`src/xtea_header_lfsr_stream_cipher_top_assert.svh`:
```
// Assertion macros used by the cipher top module.
`ifndef XTEA_HEADER_LFSR_STREAM_CIPHER_TOP_ASSERT_SVH
`define XTEA_HEADER_LFSR_STREAM_CIPHER_TOP_ASSERT_SVH

// Check out of reset only.
`define XHLSC_ASSERT(lbl, prop, msg) \
  lbl: assert property (@(posedge clk) disable iff (!rst_n) prop) else $error(msg);

// Check on every edge, reset included.
`define XHLSC_ASSERT_ALWAYS(lbl, prop, msg) \
  lbl: assert property (@(posedge clk) prop) else $error(msg);

`endif

```
`src/xhlsc_pkg.sv`:
```
package xhlsc_pkg;

  localparam logic [31:0] DELTA          = 32'h9E37_79B9;
  localparam logic [31:0] KS_SEED_OR     = 32'h0000_0040;
  localparam logic [15:0] FETCH_SEED_OR  = 16'h0020;
  localparam logic [15:0] FETCH_SEL_MASK = 16'h0410;
  localparam logic [15:0] FETCH_SEL_MAIN = 16'h0400;
  localparam logic [31:0] KS_MSB         = 32'h8000_0000;
  localparam logic [6:0]  RCOUNT_RESET   = 7'd32;
  localparam logic [6:0]  SEED_ENC_ROUND = 7'd2;
  localparam logic [6:0]  SEED_DEC_BACK  = 7'd4;

  typedef enum logic [1:0] {
    CMD_ENC  = 2'd0,
    CMD_DEC  = 2'd1,
    CMD_KEY  = 2'd2,
    CMD_NONE = 2'd3
  } cmd_t;

  typedef enum logic [2:0] {
    CFG_KEY_LOW    = 3'd0,
    CFG_KEY_HIGH   = 3'd1,
    CFG_ROUNDS     = 3'd2,
    CFG_MAIN_TAPS  = 3'd3,
    CFG_ALT_TAPS   = 3'd4,
    CFG_FETCH_TAPS = 3'd5
  } cfg_idx_t;

  typedef enum logic [1:0] {
    ST_IDLE,
    ST_RUN,
    ST_FINISH
  } state_t;

  // Half-round control: subtract when deciphering; use_low picks word 0 as
  // destination together with the low sum bits as key index.
  typedef struct packed {
    logic sub;
    logic use_low;
  } rnd_ctl_t;

endpackage

```
`src/xhlsc_if.sv`:
```
interface xhlsc_in_if;
  logic        valid;
  logic        ready;
  logic [1:0]  command;
  logic [63:0] block_in;
  logic [7:0]  data_byte;
  modport source(output valid, command, block_in, data_byte, input ready);
  modport sink(input valid, command, block_in, data_byte, output ready);
endinterface

interface xhlsc_out_if;
  logic        valid;
  logic        ready;
  logic [63:0] block_out;
  logic [7:0]  byte_out;
  modport source(output valid, block_out, byte_out, input ready);
  modport sink(input valid, block_out, byte_out, output ready);
endinterface

interface xhlsc_cfg_if;
  logic        valid;
  logic        ready;
  logic [2:0]  idx;
  logic [63:0] data;
  modport source(output valid, idx, data, input ready);
  modport sink(input valid, idx, data, output ready);
endinterface

```
`src/xhlsc_round.sv`:
```
module xhlsc_round import xhlsc_pkg::*; (
  input  rnd_ctl_t    ctl,
  input  logic [63:0] key_low,
  input  logic [63:0] key_high,
  input  logic [31:0] sum,
  input  logic [31:0] w0,
  input  logic [31:0] w1,
  output logic [31:0] res
);

  logic [1:0]  kidx;
  logic [31:0] kword;
  logic [31:0] src;
  logic [31:0] dst;
  logic [31:0] mixed;
  logic [31:0] term;

  assign kidx = ctl.use_low ? sum[1:0] : sum[12:11];

  always_comb begin
    case (kidx)
      2'd0:    kword = key_low[31:0];
      2'd1:    kword = key_low[63:32];
      2'd2:    kword = key_high[31:0];
      default: kword = key_high[63:32];
    endcase
  end

  assign src   = ctl.use_low ? w1 : w0;
  assign dst   = ctl.use_low ? w0 : w1;
  assign mixed = ((src << 4) ^ (src >> 5)) + src;
  assign term  = mixed ^ (sum + kword);
  assign res   = ctl.sub ? (dst - term) : (dst + term);

endmodule

```
`src/xtea_header_lfsr_stream_cipher_top.sv`:
```
// Channel  Direction  Payload
// in_ch    sink       command, block_in, data_byte
// out_ch   source     block_out, byte_out
// cfg_ch   sink       idx, data (always ready)
//
// Block commands use one shared half-round unit, two steps per XTEA round;
// keystream and unused commands skip the rounds. Reset (rst_n low,
// synchronous) sets the configuration (rounds 32, rest zero) and clears
// both LFSRs and the sequencer, not the payload. A finished result sits in
// the output register; a stalled output holds the sequencer in its last
// step, and in_ch stays not ready until the output register frees.
`include "xtea_header_lfsr_stream_cipher_top_assert.svh"

module xtea_header_lfsr_stream_cipher_top import xhlsc_pkg::*; (
  input  logic         clk,
  input  logic         rst_n,
  xhlsc_in_if.sink     in_ch,
  xhlsc_out_if.source  out_ch,
  xhlsc_cfg_if.sink    cfg_ch
);

  // configuration
  logic [63:0] key_low_r, key_high_r;
  logic [6:0]  rcount_r;
  logic [31:0] main_taps_r, alt_taps_r;
  logic [15:0] fetch_taps_r;

  // control and LFSR state
  state_t      state_r, state_nxt;
  logic [6:0]  rnd_r, rnd_nxt;
  logic        phase_r, phase_nxt;
  logic [31:0] ks_r, ks_nxt;
  logic [15:0] fetch_r, fetch_nxt;
  logic        out_valid_r, out_valid_nxt;

  // payload
  cmd_t        cmd_r, cmd_nxt;
  logic [7:0]  data_r, data_nxt;
  logic [31:0] w0_r, w0_nxt, w1_r, w1_nxt, sum_r, sum_nxt;
  logic [63:0] block_out_r, block_out_nxt;
  logic [7:0]  byte_out_r, byte_out_nxt;

  logic        in_xfer, cfg_xfer, fin_go, is_dec, last_rnd, seed_en;
  rnd_ctl_t    ctl;
  logic [31:0] rnd_res;
  logic [31:0] taps, ks_step;
  logic [15:0] fetch_step;
  logic [7:0]  b0, b1, b2, b3, kbyte;

  assign in_xfer  = in_ch.valid && in_ch.ready;
  assign cfg_xfer = cfg_ch.valid && cfg_ch.ready;
  assign fin_go   = !out_valid_r || out_ch.ready;
  assign is_dec   = (cmd_r == CMD_DEC);
  assign last_rnd = (rnd_r == 7'(rcount_r - 7'd1));

  assign cfg_ch.ready     = 1'b1;
  assign out_ch.valid     = out_valid_r;
  assign out_ch.block_out = block_out_r;
  assign out_ch.byte_out  = byte_out_r;

  assign ctl.sub     = is_dec;
  assign ctl.use_low = !phase_r ^ is_dec;

  xhlsc_round u_round (
    .ctl      (ctl),
    .key_low  (key_low_r),
    .key_high (key_high_r),
    .sum      (sum_r),
    .w0       (w0_r),
    .w1       (w1_r),
    .res      (rnd_res)
  );

  // next state
  always_comb begin
    state_nxt = state_r;
    unique case (state_r)
      ST_IDLE: begin
        if (in_xfer) begin
          if ((in_ch.command == CMD_ENC || in_ch.command == CMD_DEC) && rcount_r != 7'd0) begin
            state_nxt = ST_RUN;
          end else begin
            state_nxt = ST_FINISH;
          end
        end
      end
      ST_RUN: begin
        if (phase_r && last_rnd) begin
          state_nxt = ST_FINISH;
        end
      end
      ST_FINISH: begin
        if (fin_go) begin
          state_nxt = ST_IDLE;
        end
      end
      default: state_nxt = ST_IDLE;
    endcase
  end

  // sequencer outputs
  always_comb begin
    in_ch.ready = 1'b0;
    seed_en     = 1'b0;
    unique case (state_r)
      ST_IDLE: in_ch.ready = 1'b1;
      ST_RUN: begin
        if (phase_r) begin
          seed_en = is_dec ?
            (rcount_r >= SEED_DEC_BACK && rnd_r == 7'(rcount_r - SEED_DEC_BACK)) :
            (rnd_r == SEED_ENC_ROUND);
        end
      end
      ST_FINISH: ;
      default: ;
    endcase
  end

  // keystream step
  always_comb begin
    taps = ((fetch_r & FETCH_SEL_MASK) == FETCH_SEL_MAIN) ? main_taps_r : alt_taps_r;
    if (ks_r[0]) begin
      ks_step = ((ks_r ^ taps) >> 1) | KS_MSB;
    end else begin
      ks_step = ks_r >> 1;
    end
    if (fetch_r[0]) begin
      fetch_step = (fetch_r << 1) ^ fetch_taps_r;
    end else begin
      fetch_step = (fetch_r << 1) | 16'h0001;
    end
    b0 = ks_step[7:0];
    b1 = ks_step[15:8];
    b2 = ks_step[23:16];
    b3 = ks_step[31:24];
    case (fetch_step[2:0])
      3'd0:    kbyte = (b2 >> 3) | (~b0 & 8'hE0);
      3'd1:    kbyte = b1 ^ b3;
      3'd2:    kbyte = (~b0) ^ (b1 + 8'h15);
      3'd3:    kbyte = b1 + b2 + 8'h40;
      3'd4:    kbyte = (b0 << 4) | (b3 >> 4);
      3'd5:    kbyte = b3 + ((~b2) ^ 8'hA6);
      3'd6:    kbyte = (~b0) ^ (b2 + 8'h81);
      default: kbyte = b1 + (~b3) + 8'd5;
    endcase
  end

  // datapath
  always_comb begin
    rnd_nxt       = rnd_r;
    phase_nxt     = phase_r;
    ks_nxt        = ks_r;
    fetch_nxt     = fetch_r;
    out_valid_nxt = out_valid_r && !out_ch.ready;
    cmd_nxt       = cmd_r;
    data_nxt      = data_r;
    w0_nxt        = w0_r;
    w1_nxt        = w1_r;
    sum_nxt       = sum_r;
    block_out_nxt = block_out_r;
    byte_out_nxt  = byte_out_r;

    if (state_r == ST_IDLE && in_xfer) begin
      cmd_nxt   = cmd_t'(in_ch.command);
      data_nxt  = in_ch.data_byte;
      w0_nxt    = in_ch.block_in[31:0];
      w1_nxt    = in_ch.block_in[63:32];
      sum_nxt   = (in_ch.command == CMD_DEC) ? DELTA * 32'(rcount_r) : 32'd0;
      rnd_nxt   = 7'd0;
      phase_nxt = 1'b0;
    end

    if (state_r == ST_RUN) begin
      if (ctl.use_low) begin
        w0_nxt = rnd_res;
      end else begin
        w1_nxt = rnd_res;
      end
      if (!phase_r) begin
        sum_nxt = is_dec ? (sum_r - DELTA) : (sum_r + DELTA);
      end else begin
        rnd_nxt = 7'(rnd_r + 7'd1);
      end
      phase_nxt = !phase_r;
      if (seed_en) begin
        ks_nxt    = (w0_nxt ^ w1_nxt) | KS_SEED_OR;
        fetch_nxt = w0_nxt[20:5] | FETCH_SEED_OR;
      end
    end

    if (state_r == ST_FINISH && fin_go) begin
      out_valid_nxt = 1'b1;
      block_out_nxt = 64'd0;
      byte_out_nxt  = 8'd0;
      case (cmd_r) inside
        CMD_ENC, CMD_DEC: block_out_nxt = {w1_r, w0_r};
        CMD_KEY: begin
          byte_out_nxt = data_r ^ kbyte;
          ks_nxt       = ks_step;
          fetch_nxt    = fetch_step;
        end
        default: ;
      endcase
    end
  end

  always_ff @(posedge clk) begin
    if (!rst_n) begin
      key_low_r    <= 64'd0;
      key_high_r   <= 64'd0;
      rcount_r     <= RCOUNT_RESET;
      main_taps_r  <= 32'd0;
      alt_taps_r   <= 32'd0;
      fetch_taps_r <= 16'd0;
      state_r      <= ST_IDLE;
      rnd_r        <= 7'd0;
      phase_r      <= 1'b0;
      ks_r         <= 32'd0;
      fetch_r      <= 16'd0;
      out_valid_r  <= 1'b0;
    end else begin
      state_r     <= state_nxt;
      rnd_r       <= rnd_nxt;
      phase_r     <= phase_nxt;
      ks_r        <= ks_nxt;
      fetch_r     <= fetch_nxt;
      out_valid_r <= out_valid_nxt;
      if (cfg_xfer) begin
        unique case (cfg_ch.idx)
          CFG_KEY_LOW:    key_low_r    <= cfg_ch.data;
          CFG_KEY_HIGH:   key_high_r   <= cfg_ch.data;
          CFG_ROUNDS:     rcount_r     <= cfg_ch.data[6:0];
          CFG_MAIN_TAPS:  main_taps_r  <= cfg_ch.data[31:0];
          CFG_ALT_TAPS:   alt_taps_r   <= cfg_ch.data[31:0];
          CFG_FETCH_TAPS: fetch_taps_r <= cfg_ch.data[15:0];
          default: ;
        endcase
      end
    end
  end

  always_ff @(posedge clk) begin
    cmd_r       <= cmd_nxt;
    data_r      <= data_nxt;
    w0_r        <= w0_nxt;
    w1_r        <= w1_nxt;
    sum_r       <= sum_nxt;
    block_out_r <= block_out_nxt;
    byte_out_r  <= byte_out_nxt;
  end

  `XHLSC_ASSERT_ALWAYS(a_reset_idle, !rst_n |=> (state_r == ST_IDLE && !out_valid_r), "not idle after reset")
  `XHLSC_ASSERT(a_accept_busy, in_xfer |=> (state_r != ST_IDLE), "transfer left the sequencer idle")
  `XHLSC_ASSERT(a_round_range, (state_r == ST_RUN) |-> (rnd_r < rcount_r), "round counter overran")
  `XHLSC_ASSERT(a_finish_hold, (state_r == ST_FINISH && !fin_go) |=> (state_r == ST_FINISH), "result dropped on stall")
  `XHLSC_ASSERT(a_ks_quiet, (state_r == ST_IDLE) |=> $stable(ks_r), "keystream moved while idle")

endmodule

```
`src/flat_wrapper.sv`:
```
// flat-port wrapper written by rule: the top's interface ports become plain ports
module xtea_header_lfsr_stream_cipher_top_flat import xhlsc_pkg::*;
  (clk, rst_n, in_ch_valid, in_ch_command, in_ch_block_in, in_ch_data_byte, in_ch_ready, out_ch_valid, out_ch_block_out, out_ch_byte_out, out_ch_ready, cfg_ch_valid, cfg_ch_idx, cfg_ch_data, cfg_ch_ready);
  xhlsc_in_if in_ch_i ();
  xhlsc_out_if out_ch_i ();
  xhlsc_cfg_if cfg_ch_i ();
  input  logic clk;
  input  logic rst_n;
  input wire logic [$bits(in_ch_i.valid)-1:0] in_ch_valid;
  input wire logic [$bits(in_ch_i.command)-1:0] in_ch_command;
  input wire logic [$bits(in_ch_i.block_in)-1:0] in_ch_block_in;
  input wire logic [$bits(in_ch_i.data_byte)-1:0] in_ch_data_byte;
  output wire logic [$bits(in_ch_i.ready)-1:0] in_ch_ready;
  output wire logic [$bits(out_ch_i.valid)-1:0] out_ch_valid;
  output wire logic [$bits(out_ch_i.block_out)-1:0] out_ch_block_out;
  output wire logic [$bits(out_ch_i.byte_out)-1:0] out_ch_byte_out;
  input wire logic [$bits(out_ch_i.ready)-1:0] out_ch_ready;
  input wire logic [$bits(cfg_ch_i.valid)-1:0] cfg_ch_valid;
  input wire logic [$bits(cfg_ch_i.idx)-1:0] cfg_ch_idx;
  input wire logic [$bits(cfg_ch_i.data)-1:0] cfg_ch_data;
  output wire logic [$bits(cfg_ch_i.ready)-1:0] cfg_ch_ready;
  assign in_ch_i.valid = in_ch_valid;
  assign in_ch_i.command = in_ch_command;
  assign in_ch_i.block_in = in_ch_block_in;
  assign in_ch_i.data_byte = in_ch_data_byte;
  assign in_ch_ready = in_ch_i.ready;
  assign out_ch_valid = out_ch_i.valid;
  assign out_ch_block_out = out_ch_i.block_out;
  assign out_ch_byte_out = out_ch_i.byte_out;
  assign out_ch_i.ready = out_ch_ready;
  assign cfg_ch_i.valid = cfg_ch_valid;
  assign cfg_ch_i.idx = cfg_ch_idx;
  assign cfg_ch_i.data = cfg_ch_data;
  assign cfg_ch_ready = cfg_ch_i.ready;
  xtea_header_lfsr_stream_cipher_top u_core (.clk(clk), .rst_n(rst_n), .in_ch(in_ch_i), .out_ch(out_ch_i), .cfg_ch(cfg_ch_i));
endmodule
```
`config.mk`:
```
export PLATFORM = sky130hd
export DESIGN_NAME = xtea_header_lfsr_stream_cipher_top_flat
export DESIGN_NICKNAME = d
export VERILOG_FILES = /design/src/xhlsc_pkg.sv /design/src/xhlsc_if.sv /design/src/xhlsc_round.sv /design/src/xtea_header_lfsr_stream_cipher_top.sv /design/src/flat_wrapper.sv
export VERILOG_INCLUDE_DIRS = /design/src /design/src/src
export SDC_FILE = /design/constraint.sdc
export NUM_CORES = 2
export LEC_CHECK = 0
export ABC_AREA = 1
export BUFFER_PORTS_ARGS = -buffer_cell sky130_fd_sc_hd__buf_2
export CAP_MARGIN = 20
export CORE_ASPECT_RATIO = 1.1
export CORE_UTILIZATION = 33
export CTS_BUF_LIST = sky130_fd_sc_hd__clkbuf_4
export CTS_CLUSTER_DIAMETER = 200
export DETAILED_ROUTE_END_ITERATION = 10
export PLACE_DENSITY = 0.49
export SLEW_MARGIN = 10
export SYNTH_ARGS = -nofsm -noshare
export SYNTH_HDL_FRONTEND = slang
export SYNTH_HIERARCHICAL = 1
export SYNTH_SLANG_ARGS = --single-unit
```
`constraint.sdc`:
```
create_clock -name clk -period 18.86 [get_ports clk]
set_clock_uncertainty 0.2 [all_clocks]
set_input_delay 3.772 -clock clk [delete_from_list [all_inputs] [get_ports clk]]
set_output_delay 3.772 -clock clk [all_outputs]
set_load 0.01 [all_outputs]
```
==> report_table.html <==
<table>
<tr><th>Metric</th><th>Value</th></tr>
<tr><th colspan="2">Status</th></tr>
<tr><td>Outcome</td><td>finished, final reports clean</td></tr>
<tr><th colspan="2">Floorplanning</th></tr>
<tr><td>Initial cell density of the core</td><td>0.334</td></tr>
<tr><td>I/O Pins</td><td>221</td></tr>
<tr><td>Area inside the core boundary</td><td>106000 µm²</td></tr>
<tr><td>Die area</td><td>108000 µm²</td></tr>
<tr><td>Standard-cell row count</td><td>125</td></tr>
<tr><td>Die height</td><td>345 µm</td></tr>
<tr><td>Die Width</td><td>314 µm</td></tr>
<tr><th colspan="2">Min path</th></tr>
<tr><td>Worst hold-check path type</td><td>flip-flop to flip-flop</td></tr>
<tr><th colspan="2">Critical path</th></tr>
<tr><td>Setup Crit Path Kind</td><td>flip-flop to flip-flop</td></tr>
<tr><td>Depth of the most critical reg-to-reg path</td><td>47</td></tr>
<tr><td>CP endpoint kind</td><td>flip-flop</td></tr>
<tr><td>Worst reg2reg path endpoint</td><td>u_core/ks_r[26]</td></tr>
<tr><td>Register-to-register setup slack</td><td>7.65 ns</td></tr>
<tr><td>Critical path capture point</td><td>u_core/ks_r[26]</td></tr>
<tr><td>Crit-path max FO</td><td>75</td></tr>
<tr><td>Critical path origin</td><td>u_core/cmd_r[1]</td></tr>
<tr><td>Longest individual stage delay on the worst path</td><td>0.64 ns</td></tr>
<tr><td>Critical Path Source Type</td><td>flip-flop</td></tr>
<tr><td>Cell occurring most often along the worst timing path</td><td>sky130_fd_sc_hd__nand2_1</td></tr>
<tr><td>CP required</td><td>19.55 ns</td></tr>
<tr><td>R2R Path Start</td><td>u_core/cmd_r[1]</td></tr>
<tr><td>Critical Path AT</td><td>11.90 ns</td></tr>
<tr><td>Crit-path slowest cell</td><td>sky130_fd_sc_hd__inv_1</td></tr>
<tr><th colspan="2">Timing</th></tr>
<tr><td>Final Hold Violating Endpoints</td><td>0</td></tr>
<tr><td>Max-slew violation total from the final report</td><td>0</td></tr>
<tr><td>Period Utilization, post-route</td><td>0.594</td></tr>
<tr><td>Fin crit period</td><td>11.21 ns</td></tr>
<tr><td>Setup-violating endpoint count in the final report</td><td>0</td></tr>
<tr><td>Worst hold slack after final layout</td><td>0.246 ns</td></tr>
<tr><td>Relative slew slack</td><td>0.344</td></tr>
<tr><td>Fin worst setup slack</td><td>7.65 ns</td></tr>
<tr><td>Sum of negative setup slack</td><td>0 ns</td></tr>
<tr><td>Maximum operating frequency</td><td>89.2 MHz</td></tr>
<tr><td>RSZ-0062 raised after global routing</td><td>false</td></tr>
<tr><td>Slew at the pin closest to its max-slew limit</td><td>0.982 ns</td></tr>
<tr><th colspan="2">Global routing</th></tr>
<tr><td>Pin count of the biggest net entering global routing</td><td>103</td></tr>
<tr><td>Global-route wire length before repair</td><td>202 mm</td></tr>
<tr><td>Total grt overflow</td><td>0</td></tr>
<tr><td>GRT Total Usage</td><td>0.246</td></tr>
<tr><td>Via count of the first global-routing pass</td><td>33300</td></tr>
<tr><td>Number of antenna violations at the first check in global routing</td><td>8</td></tr>
<tr><th colspan="2">Logic synthesis</th></tr>
<tr><td>Count of synthesis-stage warnings from yosys</td><td>6</td></tr>
<tr><td>Distinct cell type count after synthesis</td><td>66</td></tr>
<tr><td>Synthesized area divided by synthesized cell count</td><td>6.53 µm²</td></tr>
<tr><td>Async set or reset register ratio after synthesis</td><td>0</td></tr>
<tr><td>Number of flip-flops and latches in the synthesized netlist</td><td>440</td></tr>
<tr><td>Synth Flop Type</td><td>sky130_fd_sc_hd__dfxtp_1</td></tr>
<tr><td>Syn_nets</td><td>5843</td></tr>
<tr><td>Synthesized cell area</td><td>35300 µm²</td></tr>
<tr><td>Synthesized instance count</td><td>5403</td></tr>
<tr><td>Post-synthesis sequential area ratio</td><td>0.273</td></tr>
<tr><td>Number of enable-type register cells in the synthesized netlist</td><td>82</td></tr>
<tr><th colspan="2">Placement</th></tr>
<tr><td>DP HPWL</td><td>108 mm</td></tr>
<tr><td>Quantity of I/O buffers inserted on ports</td><td>219</td></tr>
<tr><td>Post-place setup slack</td><td>7.59 ns</td></tr>
<tr><td>Final Wtd Congestion</td><td>0.943</td></tr>
<tr><th colspan="2">Layout</th></tr>
<tr><td>Commonest non-fill, non-tap cell in the layout</td><td>sky130_fd_sc_hd__nand2_1</td></tr>
<tr><td>Commonest non-fill, non-tap cells in the layout</td><td>1176 x sky130_fd_sc_hd__nand2_1, 806 x sky130_fd_sc_hd__inv_1, 638 x sky130_fd_sc_hd__nor2_1</td></tr>
<tr><td>Signed area change from the synthesized netlist to the final layout</td><td>11.9%</td></tr>
<tr><td>Fill cell count</td><td>11700</td></tr>
<tr><td>Fraction of layout instances using a drive strength above 1</td><td>0.109</td></tr>
<tr><td>Final layout net count</td><td>6042</td></tr>
<tr><td>Utilization after layout</td><td>0.373</td></tr>
<tr><th colspan="2">Detailed routing</th></tr>
<tr><td>Total routed wirelength</td><td>136 mm</td></tr>
<tr><td>Number of iterations in the first detailed-routing pass</td><td>8</td></tr>
<tr><td>Routed vias/inst</td><td>4.97</td></tr>
<tr><td>Vias</td><td>35300</td></tr>
<tr><td>Final routed wire length divided by cell count</td><td>19.1 µm</td></tr>
<tr><td>Residual DRC</td><td>0</td></tr>
<tr><td>Number of violations reported at the end of detailed-routing iteration 0</td><td>2536</td></tr>
<tr><td>ANT nets after route</td><td>0</td></tr>
<tr><th colspan="2">Clock network</th></tr>
<tr><td>Number of post-CTS setup repair buffers</td><td>0</td></tr>
<tr><td>Clock latency on the worst-skew pair</td><td>1.08 ns</td></tr>
<tr><td>TritonCTS clock tree</td><td>built</td></tr>
<tr><td>Inserted Clock Buffers</td><td>130</td></tr>
<tr><td>Clk root buf</td><td>sky130_fd_sc_hd__clkbuf_4</td></tr>
<tr><td>CTS H-tree depth</td><td>4</td></tr>
<tr><td>Reg clk slew, reported paths</td><td>0.06 ns</td></tr>
<tr><td>Clock sink count</td><td>440</td></tr>
<tr><td>Post-CTS sizing</td><td>0</td></tr>
<tr><td>Worst-case clock buffer depth</td><td>3</td></tr>
<tr><td>Hold Buf Count CTS</td><td>0</td></tr>
<tr><th colspan="2">Job</th></tr>
<tr><td>Number of max-cap violations</td><td>0</td></tr>
</table>
==> per-layer routing <==
metal  track usage  share of wire
met5             0        0.00040
met2         0.411           0.47
met1         0.315           0.44
met3        0.0340          0.048
met4         0.109          0.043
==> synthesized netlist by cell type (all sizes together), types with 8 or more instances <==
| cell | count | area share |
|---|---|---|
| a211oi | 15 | 0.0033 |
| or2 | 27 | 0.0049 |
| clkbuf | 141 | 0.015 |
| nand3 | 252 | 0.037 |
| a31oi | 14 | 0.0025 |
| edfxtp | 82 | 0.070 |
| nand4 | 54 | 0.0096 |
| a221oi | 11 | 0.0027 |
| a21o | 16 | 0.0034 |
| dfxtp | 358 | 0.20 |
| mux2 | 16 | 0.0051 |
| nand3b | 22 | 0.0047 |
| inv | 822 | 0.087 |
| o21ai | 623 | 0.089 |
| fa | 48 | 0.027 |
| xor2 | 143 | 0.036 |
| nand2 | 1216 | 0.13 |
| o21bai | 25 | 0.0054 |
| xnor2 | 54 | 0.013 |
| a21oi | 365 | 0.052 |
| buf | 40 | 0.0061 |
| nor3 | 39 | 0.0060 |
| and2 | 10 | 0.0018 |
| a21boi | 8 | 0.0017 |
| ha | 246 | 0.087 |
| nor2 | 669 | 0.074 |
| o211ai | 20 | 0.0043 |
| o221ai | 21 | 0.0052 |
==> flip-flops by register name (all words and copies together), names as in the netlist, 8 cells and up <==
signal,flops
u_core/key_high_r,64
u_core/key_low_r,64
u_core/out_ch.block_out,64
u_core/ks_r,32
u_core/sum_r,32
u_core/w0_r,32
u_core/w1_r,32
u_core/alt_taps_r,31
u_core/main_taps_r,31
u_core/fetch_r,11
u_core/fetch_taps_r,11
u_core/data_r,8
u_core/out_ch.byte_out,8
==> area by class of cell <==
type | instances | area (µm²) | area share
sequential | 440 | 9630 | 0.244
multi-input combinational | 3955 | 21800 | 0.554
timing repair buffer | 248 | 1320 | 0.0334
antenna | 9 | 22.5 | 0.000571
clock buffer | 202 | 1520 | 0.0384
clock inverter | 30 | 274 | 0.00694
tap | 1397 | 1750 | 0.0443
inverter | 827 | 3110 | 0.0787
==> kinds of logic (layout without fill, tap and decap cells) <==
logic type,count (synthesis),count (layout),share of synthesized area
simple gates,2298,2298,0.272
buf+inv,1008,1307,0.109
other cells,1,10,0.000106
flops,440,440,0.273
compound gates,1149,1149,0.177
xor+xnor,197,197,0.0496
mux,16,16,0.00511
fa+ha+maj,294,294,0.115
==> critical path, delay by kind of cell, from the launching register on <==
family / cells / cell delay [ns]
XOR/XNOR: 3 / 0.94
buffers and inverters: 12 / 3.57
AND/OR/NAND/NOR: 23 / 3.15
adder cells (fa/ha/maj): 3 / 1.01
AO/OA/AOI/OAI: 6 / 1.76
flip-flops: 1 / 0.32
==> worst min path at each step <==
stage / start / endpoint / depth (start not counted)
after floorplan: u_core/main_taps_r[2] / u_core/main_taps_r[2] / 2
after CTS: u_core/main_taps_r[2] / u_core/main_taps_r[2] / 2
after global routing: u_core/main_taps_r[11] / u_core/main_taps_r[11] / 2
final: u_core/main_taps_r[2] / u_core/main_taps_r[2] / 2
after global placement: u_core/main_taps_r[2] / u_core/main_taps_r[2] / 2
after detailed placement: u_core/main_taps_r[2] / u_core/main_taps_r[2] / 2
==> through the flow <==
step / cell area, µm² / std cells
after floorplan: 35300 / 5403
after global placement: 37600 / 6867
after detailed placement: 37600 / 6867
after CTS: 39400 / 7099
after global routing: 39500 / 7104
final: 39500 / 7108
Power is not shown: default switching activity piles up to over one toggle a cycle in this logic, so the estimate is an artifact.
